### src/rtl/rvdec_pkg.sv
// Types and constants of the RV64IF instruction decoder.
`default_nettype none

package rvdec_pkg;

  // Format codes as given on the format output
  typedef enum logic [2:0] {
    FMT_ECALL = 3'd0,
    FMT_R     = 3'd1,
    FMT_I     = 3'd2,
    FMT_S     = 3'd3,
    FMT_SB    = 3'd4,
    FMT_U     = 3'd5,
    FMT_UJ    = 3'd6,
    FMT_R4    = 3'd7
  } fmt_e;

  // Major opcodes
  localparam logic [6:0] OPC_LOAD     = 7'h03;
  localparam logic [6:0] OPC_LOAD_FP  = 7'h07;
  localparam logic [6:0] OPC_OP_IMM   = 7'h13;
  localparam logic [6:0] OPC_AUIPC    = 7'h17;
  localparam logic [6:0] OPC_OP_IMM32 = 7'h1B;
  localparam logic [6:0] OPC_STORE    = 7'h23;
  localparam logic [6:0] OPC_STORE_FP = 7'h27;
  localparam logic [6:0] OPC_OP       = 7'h33;
  localparam logic [6:0] OPC_LUI      = 7'h37;
  localparam logic [6:0] OPC_OP32     = 7'h3B;
  localparam logic [6:0] OPC_FMADD    = 7'h43;
  localparam logic [6:0] OPC_FMSUB    = 7'h47;
  localparam logic [6:0] OPC_FNMSUB   = 7'h4B;
  localparam logic [6:0] OPC_FNMADD   = 7'h4F;
  localparam logic [6:0] OPC_OP_FP    = 7'h53;
  localparam logic [6:0] OPC_BRANCH   = 7'h63;
  localparam logic [6:0] OPC_JALR     = 7'h67;
  localparam logic [6:0] OPC_JAL      = 7'h6F;

  // The one system word that is recognized
  localparam logic [31:0] ECALL_WORD = 32'h0000_0073;

  // Operand usage tags per format
  localparam logic [7:0] TAG_ECALL = 8'd0;
  localparam logic [7:0] TAG_R     = 8'd62;
  localparam logic [7:0] TAG_I     = 8'd27;
  localparam logic [7:0] TAG_S     = 8'd51;
  localparam logic [7:0] TAG_SB    = 8'd51;
  localparam logic [7:0] TAG_U     = 8'd9;
  localparam logic [7:0] TAG_UJ    = 8'd9;
  localparam logic [7:0] TAG_R4    = 8'd250;

  // One decoded instruction
  typedef struct packed {
    logic               decode_ok;
    fmt_e               fmt;
    logic        [7:0]  usage_tag;
    logic        [6:0]  opcode_bits;
    logic        [4:0]  dest_reg;
    logic        [4:0]  src1_reg;
    logic        [4:0]  src2_reg;
    logic        [4:0]  src3_reg;
    logic        [2:0]  funct3_bits;
    logic        [6:0]  funct7_bits;
    logic        [1:0]  funct2_bits;
    logic signed [63:0] immediate;
  } dec_res_t;

endpackage

`default_nettype wire

### src/rtl/rv64_instruction_decoder_top.sv
// RV64IF instruction decoder: input register, decode logic, result register.
// Usage:
//   Input channel: instruction_word_i with in_valid_i / in_ready_o. A word is
//   transferred on a rising edge where both are high.
//   Output channel: the decoded fields with out_valid_o / out_ready_i, one
//   result per accepted word, in order.
//   Path: a transferred word waits in the input register, is decoded
//   combinationally and is captured in the result register once that is free.
//   Throughput: one word per cycle while out_ready_i is high; decoding is a
//   single pass of field extraction between the two registers.
//   Stall: while the receiver holds out_ready_i low, the result register
//   keeps its item and the input register can still take one more word;
//   in_ready_o drops only when both registers are full and out_ready_i is low.
//   Reset: rst_ni low empties both registers at once; in_ready_o is high
//   and out_valid_o low right after reset.
`default_nettype none

module rv64_instruction_decoder_top
  import rvdec_pkg::*;
(
  input  logic               clk_i,
  input  logic               rst_ni,
  input  logic               in_valid_i,
  output logic               in_ready_o,
  input  logic        [31:0] instruction_word_i,
  output logic               out_valid_o,
  input  logic               out_ready_i,
  output logic               decode_ok_o,
  output logic        [2:0]  format_o,
  output logic        [7:0]  usage_tag_o,
  output logic        [6:0]  opcode_bits_o,
  output logic        [4:0]  dest_reg_o,
  output logic        [4:0]  src1_reg_o,
  output logic        [4:0]  src2_reg_o,
  output logic        [4:0]  src3_reg_o,
  output logic        [2:0]  funct3_bits_o,
  output logic        [6:0]  funct7_bits_o,
  output logic        [1:0]  funct2_bits_o,
  output logic signed [63:0] immediate_o
);

  logic        in_valid_q;
  logic [31:0] instr_q;
  logic        out_valid_q;
  dec_res_t    res_d;
  dec_res_t    res_q;
  logic        out_free;
  logic        in_free;

  // Stage advance conditions
  assign out_free   = !out_valid_q || out_ready_i;
  assign in_free    = !in_valid_q || out_free;
  assign in_ready_o = in_free;

  // Input register
  always_ff @(posedge clk_i or negedge rst_ni) begin
    if (!rst_ni) begin
      in_valid_q <= 1'b0;
    end else if (in_free) begin
      in_valid_q <= in_valid_i;
    end
  end

  always_ff @(posedge clk_i) begin
    if (in_free && in_valid_i) begin
      instr_q <= instruction_word_i;
    end
  end

  // Decode
  rvdec_decode u_decode (
    .instr_i (instr_q),
    .res_o   (res_d)
  );

  // Result register
  always_ff @(posedge clk_i or negedge rst_ni) begin
    if (!rst_ni) begin
      out_valid_q <= 1'b0;
    end else if (out_free) begin
      out_valid_q <= in_valid_q;
    end
  end

  always_ff @(posedge clk_i) begin
    if (out_free && in_valid_q) begin
      res_q <= res_d;
    end
  end

  // Output fields
  assign out_valid_o   = out_valid_q;
  assign decode_ok_o   = res_q.decode_ok;
  assign format_o      = res_q.fmt;
  assign usage_tag_o   = res_q.usage_tag;
  assign opcode_bits_o = res_q.opcode_bits;
  assign dest_reg_o    = res_q.dest_reg;
  assign src1_reg_o    = res_q.src1_reg;
  assign src2_reg_o    = res_q.src2_reg;
  assign src3_reg_o    = res_q.src3_reg;
  assign funct3_bits_o = res_q.funct3_bits;
  assign funct7_bits_o = res_q.funct7_bits;
  assign funct2_bits_o = res_q.funct2_bits;
  assign immediate_o   = res_q.immediate;

endmodule

`default_nettype wire

### src/rtl/rvdec_decode.sv
// Combinational field extraction for one RV64IF instruction word.
`default_nettype none

module rvdec_decode
  import rvdec_pkg::*;
(
  input  logic [31:0] instr_i,
  output dec_res_t    res_o
);

  logic [6:0] opc;
  logic       known;
  fmt_e       fmt;

  assign opc = instr_i[6:0];

  // Opcode classification
  always_comb begin
    known = 1'b1;
    fmt   = FMT_ECALL;
    unique case (opc)
      OPC_OP, OPC_OP32, OPC_OP_FP: begin
        fmt = FMT_R;
      end
      OPC_LOAD, OPC_LOAD_FP, OPC_OP_IMM, OPC_OP_IMM32, OPC_JALR: begin
        fmt = FMT_I;
      end
      OPC_STORE, OPC_STORE_FP: begin
        fmt = FMT_S;
      end
      OPC_BRANCH: begin
        fmt = FMT_SB;
      end
      OPC_AUIPC, OPC_LUI: begin
        fmt = FMT_U;
      end
      OPC_JAL: begin
        fmt = FMT_UJ;
      end
      OPC_FMADD, OPC_FMSUB, OPC_FNMSUB, OPC_FNMADD: begin
        fmt = FMT_R4;
      end
      default: begin
        known = 1'b0;
      end
    endcase
  end

  // Field selection; fields a format does not use stay zero
  always_comb begin
    res_o = '0;
    if (instr_i == ECALL_WORD) begin
      // environment call: only the ok flag is set
      res_o.decode_ok = 1'b1;
    end else if (known) begin
      res_o.decode_ok   = 1'b1;
      res_o.fmt         = fmt;
      res_o.opcode_bits = opc;
      unique case (fmt)
        FMT_R: begin
          res_o.usage_tag   = TAG_R;
          res_o.funct7_bits = instr_i[31:25];
          res_o.funct3_bits = instr_i[14:12];
          res_o.dest_reg    = instr_i[11:7];
          res_o.src1_reg    = instr_i[19:15];
          res_o.src2_reg    = instr_i[24:20];
        end
        FMT_R4: begin
          res_o.usage_tag   = TAG_R4;
          res_o.funct2_bits = instr_i[26:25];
          res_o.src3_reg    = instr_i[31:27];
          res_o.funct3_bits = instr_i[14:12];
          res_o.dest_reg    = instr_i[11:7];
          res_o.src1_reg    = instr_i[19:15];
          res_o.src2_reg    = instr_i[24:20];
        end
        FMT_I: begin
          res_o.usage_tag   = TAG_I;
          res_o.funct3_bits = instr_i[14:12];
          res_o.dest_reg    = instr_i[11:7];
          res_o.src1_reg    = instr_i[19:15];
          res_o.immediate   = {{52{instr_i[31]}}, instr_i[31:20]};
        end
        FMT_S: begin
          res_o.usage_tag   = TAG_S;
          res_o.funct3_bits = instr_i[14:12];
          res_o.src1_reg    = instr_i[19:15];
          res_o.src2_reg    = instr_i[24:20];
          res_o.immediate   = {{52{instr_i[31]}}, instr_i[31:25], instr_i[11:7]};
        end
        FMT_SB: begin
          res_o.usage_tag   = TAG_SB;
          res_o.funct3_bits = instr_i[14:12];
          res_o.src1_reg    = instr_i[19:15];
          res_o.src2_reg    = instr_i[24:20];
          res_o.immediate   = {{52{instr_i[31]}}, instr_i[7], instr_i[30:25],
                               instr_i[11:8], 1'b0};
        end
        FMT_U: begin
          res_o.usage_tag   = TAG_U;
          res_o.dest_reg    = instr_i[11:7];
          res_o.immediate   = {{32{instr_i[31]}}, instr_i[31:12], 12'b0};
        end
        FMT_UJ: begin
          res_o.usage_tag   = TAG_UJ;
          res_o.dest_reg    = instr_i[11:7];
          res_o.immediate   = {{44{instr_i[31]}}, instr_i[19:12], instr_i[20],
                               instr_i[30:21], 1'b0};
        end
        default: begin
          // ecall code is never produced by the opcode table
          res_o.usage_tag   = TAG_ECALL;
        end
      endcase
    end
  end

endmodule

`default_nettype wire

### config.mk
export PLATFORM = sky130hd
export DESIGN_NAME = rv64_instruction_decoder_top
export DESIGN_NICKNAME = d
export VERILOG_FILES = /design/src/rtl/rvdec_pkg.sv /design/src/rtl/rv64_instruction_decoder_top.sv /design/src/rtl/rvdec_decode.sv
export SDC_FILE = /design/constraint.sdc
export NUM_CORES = 1
export LEC_CHECK = 0
export ABC_AREA = 1
export BUFFER_PORTS_ARGS = -buffer_cell sky130_fd_sc_hd__buf_2
export CORE_ASPECT_RATIO = 0.5
export CORE_UTILIZATION = 55
export DETAILED_ROUTE_END_ITERATION = 8
export GPL_TIMING_DRIVEN = 0
export PLACE_DENSITY = 0.85
export SLEW_MARGIN = 20
export SYNTH_ARGS = -nofsm -noshare
export SYNTH_HDL_FRONTEND = slang
export SYNTH_SLANG_ARGS = --single-unit
export TNS_END_PERCENT = 1
### constraint.sdc
create_clock -name clk_i -period 11.05 [get_ports clk_i]
set_input_delay 1.6575 -clock clk_i [delete_from_list [all_inputs] [get_ports clk_i]]
set_output_delay 1.6575 -clock clk_i [all_outputs]
set_load 0.02 [all_outputs]
### Word level (Yosys, flattened, before mapping)

Index checks and enable logic that the tools add are counted.

| storage, ports and cells | value |
|---|---|
| register bits after elaboration | 149 |
| logic and storage cells | 82 |
| output and inout bits | 117 |
| input bits | 36 |

| cells by class | value |
|---|---|
| reduce and logical (&&, ||, !) cells | 23 |
| equality and inequality tests | 26 |
| mux-type cells | 12 |
| bitwise operators | 6 |

Operator list:

| cell | number |
|---|---|
| $pmux 64 s5 | 1 |
| $mux 115 | 1 |
| $eq 7x7->1 const B | 8 |
| $pmux 8 s5 | 1 |
| $eq 7x6->1 const B | 5 |
| $eq 32x7->1 const B | 1 |
| $eq 7x5->1 const B | 3 |
| $pmux 3 s7 | 1 |
| $mux 5 | 4 |
| $reduce_or 18->1 | 1 |
| $reduce_or 3->1 | 6 |
| $reduce_or 5->1 | 3 |
| $eq 3x3->1 const B | 4 |
| $reduce_or 2->1 | 5 |
| $reduce_or 4->1 | 2 |
| $eq 7x2->1 const B | 1 |
| $eq 7x3->1 const B | 1 |
| $mux 7 | 1 |
| $eq 3x2->1 const B | 2 |
| $not 1->1 | 6 |
| $eq 3x1->1 const B | 1 |
| $mux 3 | 1 |
| $logic_and 1x1->1 | 2 |
| $logic_not 1->1 | 2 |
| other kinds (3) | 4 |

### Depth between registers and ports, before layout

Gate-level depths: netlist of run 1.

| depth | value |
|---|---|
| depth in word-level cells | 7 |
| gate-level depth with buffers | 16 |

### Modules after synthesis

A second synthesis of run 1 with hierarchy kept.

| unflattened totals | value |
|---|---|
| cells, all modules | 398 |
| area, all modules | 5814.3 um2 |

Modules (own cells, without submodules):

| module | times used | area an instance (um2) | cells each |
|---|---|---|---|
| rv64_instruction_decoder_top | 1 | 4509.3 | 159 |
| rvdec_decode | 1 | 1305.0 | 239 |

### Worst setup path before layout of run 1

No wires, ideal clock.

| timing path | value |
|---|---|
| path type | input -> register |
| from | input out_ready_i |
| to | register res_q (netlist bit decode_ok_o) (enable) |
| path slack | 4884 ps |
| required time | 10503 ps |
| stages on the path | 2 |
| data arrival time | 5619 ps |
| buffers on the path | 0 |
| path through | inv_1 a21oi_1 |

| between the ends | value |
|---|---|
| cells in the longest elaborated chain, start to end | 2 |

Ends and longest elaborated chain:

| element | line | text |
|---|---|---|
| from (decl) | rv64_instruction_decoder_top.sv:27 | `input logic out_ready_i,` |
| $logic_or 1x1->1 | rv64_instruction_decoder_top.sv:51 | `assign out_free = !out_valid_q \|\| out_ready_i;` |
| $logic_and 1x1->1 | rv64_instruction_decoder_top.sv:86 | `if (out_free && in_valid_q) begin` |
| to (signal assigned) | rv64_instruction_decoder_top.sv:87 | `res_q <= res_d;` |
| to (decl) | rv64_instruction_decoder_top.sv:46 | `dec_res_t res_q;` |

No other way between the ends.
A chain may end at the register's enable or synchronous reset.

### Final worst setup path of run 1

| timing path | value |
|---|---|
| from | input out_ready_i |
| to | output in_ready_o |

| between the ends | value |
|---|---|
| cells in the longest elaborated chain, start to end | 2 |

Ends and longest elaborated chain:

| element | line | text |
|---|---|---|
| $logic_or 1x1->1 | rv64_instruction_decoder_top.sv:51 |  |
| $logic_or 1x1->1 | rv64_instruction_decoder_top.sv:52 | `assign in_free = !in_valid_q \|\| out_free;` |
| to (decl) | rv64_instruction_decoder_top.sv:24 | `output logic in_ready_o,` |

No other way between the ends.

==> summary.txt, run 1 <==
Critical path
  • R2R Setup Slk: between 8000 and 9000 ps
  • CP max FO: 3
  • Setup crit start kind: primary input
  • Setup crit end kind: primary output
  • R2R Path End: src1_reg_o[0]$_SDFFCE_PP0P_
  • RR Startpoint: instr_q[5]$_DFFE_PP_
  • CP Data Required Time: between 9000 and 10000 ps
  • CP arrival: approximately 2200 ps
  • Worst-case reg-to-reg path depth: 13
  • Setup CP Type: in2out

Placed design
  • Placed insts: 710
  • Port bufs: between 150 and 200
  • Routability cong.: slightly above 0.8
  • Placement Cell Area: 6030 um2
  • Hpwl dp: just under 8000 um

Layout
  • Fillers: about 530
  • FF+latch area: about 3400 um2
  • Footprint of the multi-input gates: ~1000 um2
  • Post-route cell area: 6600 um2
  • Most frequent cells in the layout: buf_2, edfxtp_1, nor2_1
  • P&R area growth vs syn: 31.3%
  • Final nets: between 600 and 700
  • Share of layout cells above drive strength 1: 38.6%
  • Commonest non-fill, non-tap cell in the layout: buf_2
  • Final Non-Filler Cells: around 740

STA
  • Final min period: roughly 3800 ps
  • Period utilization: a little over a third
  • Worst hold slack: around 520 ps
  • Unrepaired setup endpoints after global routing: false
  • Final setup viols: 0
  • Max-slew headroom at the worst pin: between 30% and 40%
  • Setup TNS: 0 ps
  • Tightest Pin Transition: between 900 and 1000 ps
  • Final Max Slew Viols: 0
  • Hold Vio Cnt, Final: 0
  • Clk_skew: approximately 8.6 ps
  • F_max: 261 MHz

Yosys
  • Synth top area share: between 60% and 70%
  • Syn avg cell area: about 11 um2
  • Yosys reg bits: 115
  • Syn_nets: around 480
  • Post-Synthesis Cells: 438
  • Synth area leader: edfxtp_1
  • EDFF count, synth: ~110
  • Register area share after synthesis: ~69%
  • Asr flop ratio synth: around 1.7%
  • Post-synth top flop: edfxtp_1
  • Cell Area, Synth: 5030 um2
  • Yosys Warn Count: 0
  • Synth cell types: 27
  • Synth top area cells: edfxtp_1, nor2_1, buf_4

Global routing
  • First-pass GRT wire length: roughly 18000 um
  • Vias in the first global route: ~3700
  • Gr ovfl total: 0
  • Overall Global Routing Usage: between 20% and 30%
  • Largest net degree at the start of global routing: 34
  • Initial antenna violation count: 0

Floorplan
  • Die ar.: approximately 9500 um2
  • Initial Util: 57.1%
  • Die H: around 70 um
  • Cell row count: 24
  • Floorplan Core Area: 8800 um2
  • DIE WIDTH: 137 um
  • Top Ports: ~150

Detailed routing
  • Wirelength, routed: between 10000 and 15000 um
  • Pre-Repair DR Iteration Count: 5
  • Drt wl/cell: around 16 um
  • # DRC: 0
  • Antenna viol nets, final: 0
  • Post-DR vias/cell: ~5.2
  • Initial drt markers: 374
  • Via Count: between 3000 and 4000

Power and ir drop
  • Pwr Density: between 150 and 200 nW/um2
  • Static Leak: around 3.2 nW
  • Total power: between 1 and 1.5 mW
  • Worst vdd ir: around 0.12 mV

CTS
  • Setup Buffers After CTS: 0
  • Inserted Clock Buffers: 17
  • Clock root cell: clkbuf_16
  • CTS clk-pin slew, worst paths: around 50 ps
  • H-tree depth: 4
  • # resized after CTS: 0
  • Clock Latency Late Sink: 410 ps
  • Hold buffers post-CTS: 0
  • CTS tree: yes
  • Clock buffer depth: 2
  • Sink Count: ~120

Outcome
  • Status: completed

Job
  • Max Cap Viol: 0

Worst hold path
  • Min-delay worst type: reg2reg
  • Worst Hold Endpoint: out_valid_o$_DFFE_PN0P_
  • Min-Delay Path Depth: 2
  • Hold_sp: in_valid_q$_DFFE_PN0N_
-- cells in the mapped netlist (2+ instances only) --
| master | n |
|---|---|
| buf_6 | 2 |
| inv_2 | 4 |
| nand2_2 | 4 |
| edfxtp_1 | 113 |
| nand3_1 | 24 |
| nand3_2 | 3 |
| o21ai_2 | 2 |
| ha_1 | 4 |
| nor2_1 | 83 |
| buf_4 | 36 |
| o211ai_1 | 9 |
| inv_1 | 57 |
| dfrtp_1 | 2 |
| nor2_2 | 2 |
| nor3_1 | 7 |
| a21oi_1 | 4 |
| clkbuf_1 | 5 |
| buf_2 | 3 |
| nand2_1 | 59 |
| nand4_1 | 8 |
-- layer usage --
metal	part of all wire (%)	vias up	GRT usage [%]
met5	0	-	0
met4	3.9	0	15.8
met3	10	47	10.0
met2	48	246	42.0
met1	38	1766	31.1
li1	-	1783	-
-- flip-flops by register name, indices dropped and copies added, names as in the netlist --
| register | cells |
|---|---|
| format_o | 3 |
| dest_reg_o | 5 |
| funct2_bits_o | 2 |
| usage_tag_o | 6 |
| opcode_bits_o | 7 |
| out_valid_o | 1 |
| src1_reg_o | 5 |
| in_valid_q | 1 |
| funct3_bits_o | 3 |
| immediate_o | 32 |
| instr_q | 32 |
| src3_reg_o | 5 |
| funct7_bits_o | 7 |
| decode_ok_o | 1 |
| src2_reg_o | 5 |
-- logic make-up (layout without fill, tap and decap cells) --
kind of cell | count (synthesis) | count (layout) | share of synthesized area (%)
and+or+nand+nor | 194 | 194 | 16.9
DFF | 115 | 115 | 68.5
buffers and inverters | 107 | 293 | 11.1
other | 0 | 1 | 0
AOI/OAI and AO/OA | 18 | 18 | 2.56
adders and majority gates | 4 | 4 | 0.996
-- per-stage QoR --
step                      setup WS [ps]  utilization, %
after detailed placement           7220            68.5
after CTS                          7220            75.0
after global placement             3490            67.4
after global routing               7180            75.0
after floorplan                    4880               -
final                              7220            75.0
-- power breakdown --
part	switching [mW]	internal (mW)	total, mW
Clock	0.185	0.348	0.533
Combinational	0.128	0.0649	0.193
Sequential	0.0160	0.527	0.543
Total	0.329	0.940	1.27
-- cell type report --
| cell class | count | share of cell area, % |
|---|---|---|
| flip-flops and latches | 115 | 52.2 |
| repair buffers | 155 | 12.8 |
| inverters | 61 | 3.47 |
| well taps | 117 | 2.22 |
| diodes | 1 | 0.0379 |
| clock inverters | 13 | 2.16 |
| plain buffers | 46 | 4.95 |
| multi-input cells | 216 | 15.7 |
| clock buffers | 18 | 6.50 |
-- worst max-delay path by stage --
stage | start | end | slack [ps] | cells past startpoint
3_5_place_dp | out_ready_i | in_ready_o | 7220 | 4
4_1_cts | out_ready_i | in_ready_o | 7220 | 4
2_1_floorplan | out_ready_i | decode_ok_o$_SDFFCE_PP1P_ | 4880 | 2
6_report | out_ready_i | in_ready_o | 7220 | 4
3_3_place_gp | out_ready_i | funct7_bits_o[1]$_SDFFCE_PP0P_ | 3490 | 3
5_1_grt | out_ready_i | in_ready_o | 7180 | 4
-- worst max-delay path: stages --
cell and delay [ps]:
buf_2 90, inv_1 110, nand3_1 130, buf_2 180
(Power assumes the default switching activity.)
==> inputs of run 2 (changes only) <==
--- a/config.mk
+++ b/config.mk
@@ -5,13 +5,13 @@
 export SDC_FILE = /design/constraint.sdc
 export NUM_CORES = 1
 export LEC_CHECK = 0
-export ABC_AREA = 1
+export ABC_AREA = 0
 export BUFFER_PORTS_ARGS = -buffer_cell sky130_fd_sc_hd__buf_2
 export CORE_ASPECT_RATIO = 0.5
-export CORE_UTILIZATION = 55
+export CORE_UTILIZATION = 51
 export DETAILED_ROUTE_END_ITERATION = 8
 export GPL_TIMING_DRIVEN = 0
-export PLACE_DENSITY = 0.85
+export PLACE_DENSITY = 0.79
 export SLEW_MARGIN = 20
 export SYNTH_ARGS = -nofsm -noshare
 export SYNTH_HDL_FRONTEND = slang
==> constraint.sdc (replaced) <==
create_clock -name clk_i -period 3.8 [get_ports clk_i]
set_input_delay 0.57 -clock clk_i [delete_from_list [all_inputs] [get_ports clk_i]]
set_output_delay 0.57 -clock clk_i [all_outputs]
set_load 0.02 [all_outputs]
==> run 2 against run 1 <==
Non-clock buffer count decreased by 1. Sequential share of layout area down 0.14 points. Critical path depth rose by 7. Global-route usage is 4.6 points lower. Highest routed layer unchanged. Cell count is 8.9% lower. Die area increased by 7.4%. Synthesized area down 0.27%. Critical endpoint is now immediate_o[16]$_SDFFCE_PP0P_. Clock-buffer cell count decreased by 1.
==> summary.txt, run 2 <==
STA
  • Hold Vio Cnt, Final: 0
  • Final min period: 3240 ps
  • Final Max Slew Viols: 0
  • Final setup viols: 0
  • Max-slew headroom at the worst pin: around two fifths
  • Period utilization: 85.2%
  • F_max: 309 MHz
  • Tightest Pin Transition: around 920 ps
  • Clk_skew: between 7 and 8 ps
  • Unrepaired setup endpoints after global routing: false

Job
  • Max Cap Viol: 0

Layout
  • Commonest non-fill, non-tap cell in the layout: buf_2
  • Share of layout cells above drive strength 1: between 40% and 50%
  • Final nets: around 570
  • Final Non-Filler Cells: just under 700
  • P&R area growth vs syn: 32.1%
  • # diodes: 0
  • Util after Layout: between 60% and 70%
  • Most frequent cells in the layout: buf_2, edfxtp_1, and2_1

CTS
  • H-tree depth: 4
  • Clock root cell: clkbuf_16
  • Clock Latency Late Sink: slightly above 400 ps
  • # resized after CTS: 0
  • Sink Count: 115
  • Clock buffer depth: 2
  • Inserted Clock Buffers: 17
  • CTS tree: yes
  • CTS clk-pin slew, worst paths: 50 ps

Floorplan
  • Initial Util: around 53%
  • Floorplan Core Area: between 9000 and 10000 um2
  • Cell row count: 25
  • DIE WIDTH: approximately 140 um
  • Die H: just over 70 um
  • Die ar.: between 10000 and 15000 um2
  • Top Ports: between 150 and 200

Outcome
  • Status: completed

Critical path
  • Setup crit end kind: register
  • Setup crit start: instr_q[6]$_DFFE_PP_
  • CP arrival: between 3000 and 4000 ps
  • CP max FO: 10
  • R2R Path End: immediate_o[16]$_SDFFCE_PP0P_
  • Slowest library cell on the worst path: a31oi_2
  • R2R Setup Slk: roughly 560 ps
  • Most used cell, CP: a21oi_1
  • Setup crit start kind: register
  • Setup CP Type: reg2reg
  • RR Startpoint: instr_q[6]$_DFFE_PP_
  • Worst-case reg-to-reg path depth: 11
  • Crit path to: immediate_o[16]$_SDFFCE_PP0P_
  • Crit-path cells: clkbuf_1, nand2_1, a21oi_1, o21ai_0, inv_1, ha_1, clkbuf_1, o21ai_0, a21oi_1, a31oi_2, a21oi_1
  • CP Data Required Time: approximately 3900 ps
  • Max stage delay on crit path: approximately 470 ps

Power and ir drop
  • Static Leak: 2.73 nW
  • Worst vdd ir: approximately 0.33 mV
  • Pwr Density: between 500 and 600 nW/um2

Yosys
  • Asr flop ratio synth: approximately 1.7%
  • Yosys Warn Count: 0
  • Synth top area cells: edfxtp_1, and2_1, buf_4
  • Synth cell types: 47
  • Count leader, synth: edfxtp_1
  • Syn_nets: around 400
  • EDFF count, synth: 113
  • Synth top area share: 67.7%
  • Cell Area, Synth: between 5000 and 6000 um2
  • Syn avg cell area: roughly 14 um2
  • Most common library cells after synthesis: edfxtp_1, and2_1, buf_4
  • Post-synth top flop: edfxtp_1
  • Register area share after synthesis: between 60 and 70%
  • Synth area leader: edfxtp_1
  • Yosys reg bits: 115
  • Post-Synthesis Cells: approximately 350

Global routing
  • Gr ovfl total: 0
  • First-pass GRT wire length: 16300 um
  • Initial antenna violation count: 0
  • Vias in the first global route: approximately 3100
  • Largest net degree at the start of global routing: 54
  • Overall Global Routing Usage: between 20% and 30%

Detailed routing
  • Wirelength, routed: approximately 11000 um
  • Post-DR vias/cell: 4.99
  • Initial drt markers: about 200
  • Pre-Repair DR Iteration Count: 5
  • # DRC: 0
  • Drt wl/cell: 15.8 um
  • Via Count: about 3400
  • Antenna viol nets, final: 0

Placed design
  • Placed insts: 643
  • Port bufs: 152
  • Hpwl dp: between 7000 and 8000 um
  • Routability cong.: 0.861

Worst hold path
  • Min-Delay Path Depth: 1
  • Min-delay worst type: in2reg
run 2: cell types whose count changed in the layout (fill, tap and decap cells not counted), moves of 5 or more:
cell,previous run,this run
a21oi_1,3,25
and2_1,0,42
nand2b_1,0,5
nor2_1,83,7
a21oi_2,0,11
nand3_1,24,0
nand2_1,59,32
inv_1,56,8
o211ai_1,9,0
nand4_1,8,2
o21ai_0,1,8
run 2: what timing repair did:
item                                   in CTS  in global routing
buffers inserted                            0                  0
endpoints found under the hold margin       2                  0
hold buffers                                1                  0
run 2: cell type report:
| type | count | area (um2) |
|---|---|---|
| clock buffers | 17 | 425 |
| repair buffers | 155 | 818 |
| flip-flops and latches | 115 | 3440 |
| fillers | 698 | 2860 |
| well taps | 135 | 169 |
| plain buffers | 45 | 328 |
| multi-input cells | 184 | 1210 |
| clock inverters | 15 | 190 |
| inverters | 10 | 37.5 |
run 2: worst min path at each step:
stage                                start                      to  slack [ps]
finish              instruction_word_i[12]   instr_q[12]$_DFFE_PP_         340
global route         instruction_word_i[1]    instr_q[1]$_DFFE_PP_         320
CTS                 instruction_word_i[15]   instr_q[15]$_DFFE_PP_         330
detailed placement                  rst_ni  in_valid_q$_DFFE_PN0N_         360
global placement                    rst_ni  in_valid_q$_DFFE_PN0N_         360
floorplan                           rst_ni  in_valid_q$_DFFE_PN0N_         270
run 2: through the flow:
step                      setup TNS [ps]  total power, mW  cell area (um2)  hold WS (ps)  worst slack [ps]
after floorplan                        0             1.80             5010           274               782
after detailed placement               0             1.94             5990           361               709
final                                  0             3.57             6620           339               563
after global placement             -2020             1.93             5940           357             -32.2
after CTS                              0             3.58             6620           327               584
after global routing                   0             3.69             6620           320               272
run 2: cell families after synthesis:
kind of cell / synth area share [%]
buf+inv: 7.29
flops: 68.7
simple gates: 12.5
compound gates: 10.5
fa+ha+maj: 0.999
run 2: layer usage:
| metal | up-vias | track usage, % | wire length [um] |
|---|---|---|---|
| met5 | - | 0 | 0 |
| met4 | 0 | 9.20 | 134 |
| met3 | 19 | 5.68 | 752 |
| met2 | 131 | 36.1 | 5300 |
| met1 | 1610 | 28.2 | 4510 |
| li1 | 1614 | - | - |
run 2: where the power goes:
group / internal (mW) / switching (mW)
registers: 1.49 / 0.0419
logic: 0.137 / 0.250
clock network: 1.09 / 0.559
total: 2.72 / 0.851
run 2: critical path, delay by kind of cell, from the launching register on:
kind	cells	cell delay, ps
compound gates	6	1440
buf+inv	3	650
flops	1	460
fa+ha+maj	1	260
simple gates	1	110
